## config.mk

```make
export PLATFORM = sky130hd
export DESIGN_NAME = solid_column_span_clipper_top
export DESIGN_NICKNAME = d
export VERILOG_FILES = /design/src/sccl_pkg.sv /design/src/sccl_occ_mem.sv /design/src/solid_column_span_clipper_top.sv
export SDC_FILE = /design/constraint.sdc
export NUM_CORES = 1
export LEC_CHECK = 0
export BUFFER_PORTS_ARGS = -buffer_cell sky130_fd_sc_hd__buf_2
export CORE_MARGIN = 3
export CORE_UTILIZATION = 60
export DETAILED_ROUTE_END_ITERATION = 6
export PLACE_DENSITY = 0.86
export SETUP_SLACK_MARGIN = 0.2
export SLEW_MARGIN = 10
export SYNTH_ARGS = -nofsm -noshare
export SYNTH_HDL_FRONTEND = slang
export SYNTH_HIERARCHICAL = 1
export SYNTH_SLANG_ARGS = --single-unit
```

## constraint.sdc

```tcl
create_clock -name aclk -period 7.2 [get_ports aclk]
set_input_delay 0.36 -clock aclk [delete_from_list [all_inputs] [get_ports aclk]]
set_output_delay 0.36 -clock aclk [all_outputs]
set_load 0.01 [all_outputs]
```

## src/sccl_pkg.sv

```systemverilog
// ----------------------------------------------------------------------------
// sccl_pkg
// Shared constants, types and helpers for the solid column span clipper.
// ----------------------------------------------------------------------------
package sccl_pkg;

    // Default screen width in columns
    localparam int COLUMNS_DEF = 128;

    // Occupancy is stored as words of WORD_W column bits
    localparam int WORD_W = 16;
    localparam int BIT_W  = 4;

    // Column positions: inputs are 8 bits, plus one bit for word stepping
    localparam int POS_W  = 9;
    localparam int COL_W  = 7;
    localparam int COORD_W = 8;

    // Span limit per clip item
    localparam int MAX_SPANS = 64;
    localparam int CNT_W     = $clog2(MAX_SPANS + 1);

    // Item kinds carried on tuser
    localparam logic KIND_CLIP  = 1'b0;
    localparam logic KIND_CLEAR = 1'b1;

    typedef enum logic [1:0] {
        ST_IDLE,
        ST_LOAD,
        ST_SCAN,
        ST_FIN
    } state_t;

    // Lowest set bit: {found, index}
    function automatic logic [BIT_W:0] first_set(input logic [WORD_W-1:0] v);
        logic [BIT_W:0] res;
        res = '0;
        for (int i = WORD_W - 1; i >= 0; i--) begin
            if (v[i]) begin
                res = {1'b1, BIT_W'(i)};
            end
        end
        return res;
    endfunction

endpackage

```

## src/sccl_occ_mem.sv

```systemverilog
// ----------------------------------------------------------------------------
// sccl_occ_mem
// Occupancy word store with a registered read and a per-word valid bit,
// so a clear empties the whole store by resetting every valid bit.
// ----------------------------------------------------------------------------
module sccl_occ_mem
    import sccl_pkg::*;
#(
    parameter int WORDS = 8,
    parameter int AW    = 3
) (
    input  logic              aclk,
    input  logic              aresetn,
    input  logic              clear,
    input  logic              rd_en,
    input  logic [AW-1:0]     rd_addr,
    output logic [WORD_W-1:0] rd_data,
    input  logic              wr_en,
    input  logic [AW-1:0]     wr_addr,
    input  logic [WORD_W-1:0] wr_data
);

    logic [WORD_W-1:0] mem [WORDS];
    logic [WORDS-1:0]  valid_reg;
    logic [WORD_W-1:0] rdata_reg;
    logic              rd_valid_reg;

    always_ff @(posedge aclk) begin
        if (wr_en) begin
            mem[wr_addr] <= wr_data;
        end
        if (rd_en) begin
            rdata_reg <= mem[rd_addr];
        end
    end

    always_ff @(posedge aclk) begin
        if (!aresetn) begin
            valid_reg    <= '0;
            rd_valid_reg <= 1'b0;
        end else begin
            if (clear) begin
                valid_reg <= '0;
            end else if (wr_en) begin
                valid_reg[wr_addr] <= 1'b1;
            end
            if (rd_en) begin
                rd_valid_reg <= valid_reg[rd_addr];
            end
        end
    end

    // never-written words read as open
    assign rd_data = rd_valid_reg ? rdata_reg : '0;

endmodule

```

## src/solid_column_span_clipper_top.sv

```systemverilog
// Timing: a clip word's first span reaches m_tvalid after acceptance via the read,
// load, find and close steps, then is handed on at the next close or at the end.
// Each run is found and then closed in scan; each further 16-column word crossed
// adds a load and at least one more scan. A held output register stalls the scan.
// Throughput: one item at a time. Reset: synchronous active-low, all columns open.
// ----------------------------------------------------------------------------
// solid_column_span_clipper_top
// Occupancy buffer per screen column. Clip words report each run of open
// columns inside [first, end) as a span and optionally mark them occupied.
// ----------------------------------------------------------------------------
module solid_column_span_clipper_top
    import sccl_pkg::*;
#(
    parameter int COLUMNS = COLUMNS_DEF
) (
    input  logic        aclk,
    input  logic        aresetn,

    input  logic        s_tvalid,
    output logic        s_tready,
    // [7:0] first_column, [15:8] end_column, [16] solid, [23:17] zero
    input  logic [23:0] s_tdata,
    // [0] kind
    input  logic        s_tuser,

    output logic        m_tvalid,
    input  logic        m_tready,
    // [6:0] span_start, [13:7] span_end, [15:14] zero
    output logic [15:0] m_tdata,
    output logic        m_tlast
);

    localparam int WORDS = (COLUMNS + WORD_W - 1) / WORD_W;
    localparam int AW    = (WORDS > 1) ? $clog2(WORDS) : 1;
    localparam logic [WORD_W-1:0] ONES = '1;

    // input word fields
    logic [COORD_W-1:0] in_first;
    logic [COORD_W-1:0] in_end;
    logic               in_solid;
    logic [POS_W-1:0]   end_clamped;

    assign in_first = s_tdata[COORD_W-1:0];
    assign in_end   = s_tdata[2*COORD_W-1:COORD_W];
    assign in_solid = s_tdata[2*COORD_W];

    // end clamp; with wide screens the 8-bit end never exceeds the width
    assign end_clamped = (int'(in_end) > COLUMNS) ? POS_W'(COLUMNS)
                                                  : POS_W'(in_end);

    // control and item state
    state_t             state_reg, state_next;
    logic [POS_W-1:0]   col_reg, col_next;
    logic [POS_W-1:0]   end_reg, end_next;
    logic               solid_reg, solid_next;
    logic [CNT_W-1:0]   cnt_reg, cnt_next;
    logic               in_run_reg, in_run_next;
    logic [COL_W-1:0]   run_start_reg, run_start_next;
    logic [WORD_W-1:0]  wbuf_reg, wbuf_next;

    // one span held back until we know whether it is the last
    logic               pend_valid_reg, pend_valid_next;
    logic [COL_W-1:0]   pend_start_reg, pend_start_next;
    logic [COL_W-1:0]   pend_end_reg, pend_end_next;

    // output register
    logic               m_valid_reg;
    logic [COL_W-1:0]   m_start_reg, m_end_reg;
    logic               m_last_reg;
    logic               out_free;
    logic               push;
    logic [COL_W-1:0]   push_start, push_end;
    logic               push_last;

    // store access
    logic               mem_clear;
    logic               rd_en;
    logic [AW-1:0]      rd_addr;
    logic [WORD_W-1:0]  rd_data;
    logic               wr_en;
    logic [AW-1:0]      wr_addr;

    // scan datapath
    logic [POS_W-1:0]   base;
    logic [POS_W-1:0]   next_base;
    logic [POS_W-1:0]   w_last;
    logic [BIT_W-1:0]   lo;
    logic               end_in_word;
    logic [WORD_W-1:0]  lo_mask, lim_mask, open_m, closed_m, mark_m;
    logic [BIT_W:0]     f_res, z_res;
    logic [POS_W-1:0]   f_pos, z_pos, z_last;
    logic               leave, fin;

    assign out_free = !m_valid_reg || m_tready;
    assign s_tready = (state_reg == ST_IDLE);

    assign base      = {col_reg[POS_W-1:BIT_W], {BIT_W{1'b0}}};
    assign next_base = base + POS_W'(WORD_W);
    // last column of the current word
    assign w_last    = next_base - POS_W'(1);
    assign lo        = col_reg[BIT_W-1:0];

    // range limits inside the current word
    assign end_in_word = (end_reg[POS_W-1:BIT_W] == col_reg[POS_W-1:BIT_W]);
    assign lo_mask     = ONES << lo;
    assign lim_mask    = end_in_word
                       ? WORD_W'(((WORD_W+1)'(1) << end_reg[BIT_W-1:0]) - (WORD_W+1)'(1))
                       : ONES;
    assign open_m      = ~wbuf_reg & lo_mask & lim_mask;
    // anything not open from the scan position on ends a run
    assign closed_m    = ~open_m & lo_mask;

    assign f_res  = first_set(open_m);
    assign z_res  = first_set(closed_m);
    assign f_pos  = base + POS_W'(f_res[BIT_W-1:0]);
    assign z_pos  = base + POS_W'(z_res[BIT_W-1:0]);
    // a run may end on the last column of the previous word
    assign z_last = z_pos - POS_W'(1);
    assign mark_m = lo_mask & ~(ONES << z_res[BIT_W-1:0]);

    always_ff @(posedge aclk) begin
        if (!aresetn) begin
            state_reg      <= ST_IDLE;
            in_run_reg     <= 1'b0;
            pend_valid_reg <= 1'b0;
            m_valid_reg    <= 1'b0;
            cnt_reg        <= '0;
        end else begin
            state_reg      <= state_next;
            in_run_reg     <= in_run_next;
            pend_valid_reg <= pend_valid_next;
            cnt_reg        <= cnt_next;
            if (push) begin
                m_valid_reg <= 1'b1;
            end else if (m_tready) begin
                m_valid_reg <= 1'b0;
            end
        end
    end

    always_ff @(posedge aclk) begin
        col_reg        <= col_next;
        end_reg        <= end_next;
        solid_reg      <= solid_next;
        run_start_reg  <= run_start_next;
        wbuf_reg       <= wbuf_next;
        pend_start_reg <= pend_start_next;
        pend_end_reg   <= pend_end_next;
        if (push) begin
            m_start_reg <= push_start;
            m_end_reg   <= push_end;
            m_last_reg  <= push_last;
        end
    end

    always_comb begin
        state_next      = state_reg;
        col_next        = col_reg;
        end_next        = end_reg;
        solid_next      = solid_reg;
        cnt_next        = cnt_reg;
        in_run_next     = in_run_reg;
        run_start_next  = run_start_reg;
        wbuf_next       = wbuf_reg;
        pend_valid_next = pend_valid_reg;
        pend_start_next = pend_start_reg;
        pend_end_next   = pend_end_reg;
        push            = 1'b0;
        push_start      = pend_start_reg;
        push_end        = pend_end_reg;
        push_last       = 1'b0;
        mem_clear       = 1'b0;
        rd_en           = 1'b0;
        rd_addr         = AW'(col_reg >> BIT_W);
        wr_en           = 1'b0;
        wr_addr         = AW'(col_reg >> BIT_W);
        leave           = 1'b0;
        fin             = 1'b0;

        case (state_reg)
            ST_IDLE: begin
                if (s_tvalid) begin
                    if (s_tuser == KIND_CLEAR) begin
                        mem_clear = 1'b1;
                    end else if (POS_W'(in_first) < end_clamped) begin
                        col_next        = POS_W'(in_first);
                        end_next        = end_clamped;
                        solid_next      = in_solid;
                        cnt_next        = '0;
                        in_run_next     = 1'b0;
                        pend_valid_next = 1'b0;
                        rd_en           = 1'b1;
                        rd_addr         = AW'(in_first >> BIT_W);
                        state_next      = ST_LOAD;
                    end
                end
            end

            ST_LOAD: begin
                wbuf_next  = rd_data;
                state_next = ST_SCAN;
            end

            ST_SCAN: begin
                if (!in_run_reg) begin
                    if (cnt_reg == CNT_W'(MAX_SPANS)) begin
                        fin = 1'b1;
                    end else if (f_res[BIT_W]) begin
                        col_next       = f_pos;
                        run_start_next = f_pos[COL_W-1:0];
                        in_run_next    = 1'b1;
                    end else begin
                        leave = 1'b1;
                    end
                end else if (z_res[BIT_W]) begin
                    // run closes here; stall only if a held span cannot go out
                    if (!pend_valid_reg || out_free) begin
                        push            = pend_valid_reg;
                        pend_valid_next = 1'b1;
                        pend_start_next = run_start_reg;
                        pend_end_next   = z_last[COL_W-1:0];
                        cnt_next        = cnt_reg + CNT_W'(1);
                        in_run_next     = 1'b0;
                        col_next        = z_pos;
                        if (solid_reg) begin
                            wbuf_next = wbuf_reg | mark_m;
                        end
                    end
                end else if (next_base < end_reg) begin
                    // run carries into the next word
                    if (solid_reg) begin
                        wbuf_next = wbuf_reg | lo_mask;
                    end
                    leave = 1'b1;
                end else if (!pend_valid_reg || out_free) begin
                    // range ends on this word's boundary, so the run closes here
                    push            = pend_valid_reg;
                    pend_valid_next = 1'b1;
                    pend_start_next = run_start_reg;
                    pend_end_next   = w_last[COL_W-1:0];
                    cnt_next        = cnt_reg + CNT_W'(1);
                    in_run_next     = 1'b0;
                    if (solid_reg) begin
                        wbuf_next = wbuf_reg | lo_mask;
                    end
                    leave = 1'b1;
                end

                if (leave || fin) begin
                    wr_en = solid_reg;
                    if (leave && (next_base < end_reg)) begin
                        col_next   = next_base;
                        rd_en      = 1'b1;
                        rd_addr    = AW'(next_base >> BIT_W);
                        state_next = ST_LOAD;
                    end else begin
                        state_next = ST_FIN;
                    end
                end
            end

            ST_FIN: begin
                if (pend_valid_reg) begin
                    if (out_free) begin
                        push            = 1'b1;
                        push_last       = 1'b1;
                        pend_valid_next = 1'b0;
                        state_next      = ST_IDLE;
                    end
                end else begin
                    state_next = ST_IDLE;
                end
            end

            default: begin
                state_next = ST_IDLE;
            end
        endcase
    end

    sccl_occ_mem #(
        .WORDS (WORDS),
        .AW    (AW)
    ) u_occ_mem (
        .aclk    (aclk),
        .aresetn (aresetn),
        .clear   (mem_clear),
        .rd_en   (rd_en),
        .rd_addr (rd_addr),
        .rd_data (rd_data),
        .wr_en   (wr_en),
        .wr_addr (wr_addr),
        .wr_data (wbuf_next)
    );

    assign m_tvalid = m_valid_reg;
    assign m_tdata  = {2'b00, m_end_reg, m_start_reg};
    assign m_tlast  = m_last_reg;

endmodule
```

==> run summary <==
The logs give 0 for the final hold violation count and 24 for the number of buffers inserted during clock tree synthesis. The path class of the tightest hold or removal check is in2reg. TritonCTS built the clock tree. The worst-case hold path end point was end_reg[7]. After global routing the overflow that remains totals 0.

In this run the most critical hold path is launched from s_tdata[15]. The clock insertion delay at the later pin of the skew report came out at 530 ps. The slew at the pin closest to its max-slew limit works out to 1190 ps. The start-to-end type of the worst setup path is reg2reg. The number of synthesis warnings is 6, and the number of storage elements in the synthesis netlist is 235. The post-route setup TNS is 0 ps. Cell at the slowest stage of the critical path: sky130_fd_sc_hd__edfxtp_1. Dividing the final minimum period by the clock period gives 89.0%. The capture instance of the worst register-to-register path is u_occ_mem/rdata_reg[10]. After synthesis, the largest area contributor takes up 50.8% of total cell area. For this run, the post-layout net count is 973.

The finished layout holds 1,196 standard cells, fillers aside. Grouping stages by cell kind, the critical path spends the most delay in simple AND/OR/NAND/NOR gates. The floorplan die height came out at 146 um.

From left edge to right edge, the die measures 146 um. Kind of end point of the critical path: a register. The flow ran to the end, and the final reports show no timing, DRC or antenna violations.

For the worst flop-to-flop path, the logic depth is 15. The multi-input combinational cells in the finished layout cover a total of 4660 um2. Entering global routing, the biggest net connects 37 pins. In this design, the stage delay of the slowest critical-path cell is 860 ps. Headroom to the max-slew limit came out at 20.4%. The average instance in the mapped netlist occupies 13.2 um2.

In this run, synthesis inferred 198 flip-flops with an integrated enable. Of the post-synthesis cell area, the part taken by muxes is 9.52%. The signal on the critical path passes through inv_1, ha_1, nor2_1, and4_1, o221ai_1, and4_1, and3_1, nand2_1, o22a_2, clkinv_4, ha_1, o311ai_2, buf_4, mux4_1, mux2_2.

Power per cell area: 297 nW/um2. After clock tree synthesis, the clock-pin slew on the worst setup and hold paths is 60 ps. The total via count after detailed routing was 7,959; the remaining number of nets flagged by the antenna check after routing was 0. The time the worst path needs with I/O delays and setup is 6410 ps, and the number of buffer and inverter stages on the critical path is 3. The commonest cells after synthesis are 198 x sky130_fd_sc_hd__edfxtp_1, 64 x sky130_fd_sc_hd__nor2_1, 61 x sky130_fd_sc_hd__nand2_1. The logs give 0.000209 V for the peak ir drop on the vdd network and 1,059 for the violation count after the first detailed-route iteration.

The post-synthesis cell type with the largest combined area is sky130_fd_sc_hd__edfxtp_1. The critical path required time is 7480 ps, and the core utilization of the finished layout is 68.4%. The cell sitting at the root of the clock tree is a sky130_fd_sc_hd__clkbuf_16.

The pre-antenna-repair detailed-routing pass consisted of 5 iterations. The tools report the storage element area as 6690 um2. Sorting the synthesized cells by area gives the leading types as sky130_fd_sc_hd__edfxtp_1 51%, sky130_fd_sc_hd__mux4_1 7.2%, sky130_fd_sc_hd__dfxtp_1 6.3%, sky130_fd_sc_hd__ha_1 2.9%, sky130_fd_sc_hd__nor2_1 2.1%. The largest family of logic cells by synthesized area is compound AO/OA/AOI/OAI gates. After synthesis, the netlist uses 96 different library cells. The via count of the first global-routing pass came out at 7,703. The number of sinks handled by clock tree synthesis was 235; the area fraction in compound gates after synthesis was 13.8%. Sequential elements use 57.1% of the synthesized area.

Total half-perimeter wirelength after legalization and detailed placement: 17,900 um. The flip-flop count of the largest register after layout was 128. The post-synthesis share of cell area spent on xor and xnor gates was 1.64%. Setup violations remaining at the end of the flow were counted as 0. Counting flops with an async set or reset pin after synthesis yields a share of 0%. Across all register-to-register paths, the minimum setup slack is 790 ps.

The max-slew violation total from the final report is 0, and the synthesis-to-finish area growth is 10.7%. Starting density of the core: 61.8%. The number of post-CTS setup repair buffers is 0.

The hold path depth works out to 1. The total wire length came out at 28,000 um. In this run the core area contains 50 standard-cell rows.

The area enclosed by the die boundary is 21,200 um2. The count of input and output buffers works out to 38. The startpoint of the worst register-to-register path was col_reg[4]. Of the total synthesized cell area, the portion taken by AND, OR, NAND and NOR gates is 11.2%.

The mapped cell area is 11,700 um2, and the worst clock skew is 14.2 ps. For the data arrival time of the critical path, the log shows 6680 ps. For the highest clock rate, the log shows 156 MHz. The hold buffer count at cts was 1. The run gives 0 as the post-CTS resize count. 48 I/O pins were placed.

For this run, design rule violations remaining after detail routing come to 0. The post-synthesis cell count is 888, and the number of H-tree branching levels is 1. After detailed routing, the number of vias per cell comes to 6.65. The final weighted congestion in routability-driven placement came out at 0.971. The clock passes through at most 3 buffers. By instance count, the leading cell after synthesis is sky130_fd_sc_hd__edfxtp_1. The tools report the sort of element at the start of the critical path as a register. Setup repair after global routing left no endpoint under its margin. Across every metal layer, demand over resource in global routing totals 26.1%.

After detailed routing, the average wire length per cell comes to 23.4 um. The first global-routing pass estimated 43,500 um of wire. In this run the static leakage power is 0.00457 uW. The region available for standard cell placement spans 19,000 um2.

The synthesized netlist devotes 2.89% of its cell area to adder and majority cells. The maximum fanout along the worst path was 36; the number of violations of the max-capacitance limit was 0. The initial antenna violation count came out at 0.

After filler insertion, the fill cell instance count of the layout stands at 1,244. The tools report the number of instances in the placed design as 1,150. Dominant register cell in the synthesized netlist: sky130_fd_sc_hd__edfxtp_1. The proportion of layout cells with a drive suffix above 1 works out to 15.8%.
## metal layers
metal  track usage [%]  part of all wire [%]  wire length [um]  up-vias
met4              11.4                   4.8              1340        0
li1                  -                     -                 -     3544
met5                 0                     0                 0        -
met3              4.05                   8.3              2320       94
met2              42.7                    48             13400      427
met1              35.1                    39             10900     3894
## stage by stage
| step | area, um2 | hold WS (ps) | setup slack, ps | total power [uW] |
|---|---|---|---|---|
| 2_1_floorplan | 11700 | 400 | 1490 | 2320 |
| 3_3_place_gp | 12100 | 401 | 1130 | 2500 |
| 3_5_place_dp | 12100 | 405 | 1010 | 2530 |
| 4_1_cts | 12900 | 55.3 | 930 | 3840 |
| 5_1_grt | 13000 | 75.1 | 546 | 4000 |
| 6_report | 13000 | 63.7 | 793 | 3850 |
## final cells by class
cell class,count,area share [%]
timing repair buffer,52,2.30
multi-input combinational,570,36.0
tap,260,2.51
clock inverter,10,1.44
inverter,34,1.02
antenna,1,0.0193
sequential,235,51.6
clock buffer,34,5.16
## worst reg2reg max path: cells and delay by family, from the launching register on
| family | cells | cell delay [ps] |
|---|---|---|
| and+or+nand+nor | 5 | 1810 |
| buffers and inverters | 3 | 950 |
| adders and majority gates | 2 | 710 |
| DFF | 1 | 860 |
| muxes | 2 | 1010 |
| AOI/OAI and AO/OA | 3 | 820 |
## how the worst max path moves through the flow
| stage | startpoint | cells past startpoint | slack [ps] | end |
|---|---|---|---|---|
| 2_1_floorplan | end_reg[3] | 15 | 1490 | u_occ_mem/mem[0][0] |
| 3_3_place_gp | col_reg[4] | 15 | 1130 | u_occ_mem/rdata_reg[1] |
| 3_5_place_dp | col_reg[4] | 15 | 1010 | u_occ_mem/rdata_reg[13] |
| 4_1_cts | col_reg[4] | 15 | 930 | u_occ_mem/rdata_reg[10] |
| 5_1_grt | col_reg[4] | 15 | 550 | u_occ_mem/rdata_reg[15] |
| 6_report | col_reg[4] | 15 | 790 | u_occ_mem/rdata_reg[10] |
## kinds of logic (layout without fill, tap and decap cells)
kind of cell | count (synthesis) | in the layout
AOI/OAI and AO/OA | 214 | 214
xor gates and xnor gates | 18 | 18
adders and majority gates | 27 | 27
buffers and inverters | 84 | 130
DFF | 235 | 235
muxes | 56 | 56
other | 1 | 3
and+or+nand+nor | 253 | 253
## layout by cell type (no fill, tap or decap), types with 7 or more instances in the layout
cell and instances:
sky130_fd_sc_hd__a211o_1 7, sky130_fd_sc_hd__a211oi_1 9, sky130_fd_sc_hd__a21o_1 7, sky130_fd_sc_hd__a21oi_1 44
sky130_fd_sc_hd__a22oi_1 8, sky130_fd_sc_hd__a31oi_1 9, sky130_fd_sc_hd__and2_1 27, sky130_fd_sc_hd__and3_1 9
sky130_fd_sc_hd__buf_2 38, sky130_fd_sc_hd__buf_4 13, sky130_fd_sc_hd__clkbuf_1 7, sky130_fd_sc_hd__clkbuf_16 24
sky130_fd_sc_hd__dfxtp_1 37, sky130_fd_sc_hd__edfxtp_1 198, sky130_fd_sc_hd__ha_1 27, sky130_fd_sc_hd__inv_1 33
sky130_fd_sc_hd__mux2_2 17, sky130_fd_sc_hd__mux4_1 32, sky130_fd_sc_hd__nand2_1 61, sky130_fd_sc_hd__nand2b_1 13
sky130_fd_sc_hd__nand3_1 18, sky130_fd_sc_hd__nor2_1 64, sky130_fd_sc_hd__nor3_1 7, sky130_fd_sc_hd__o21ai_0 25
sky130_fd_sc_hd__o31ai_1 11, sky130_fd_sc_hd__xnor2_1 12
## report_power, final
| part | total, uW | internal (uW) | switching [uW] |
|---|---|---|---|
| registers | 1620 | 1550 | 72.1 |
| clock network | 1310 | 798 | 509 |
| logic | 923 | 357 | 566 |
| total | 3850 | 2710 | 1150 |
Power figures use the tool's default switching activity.
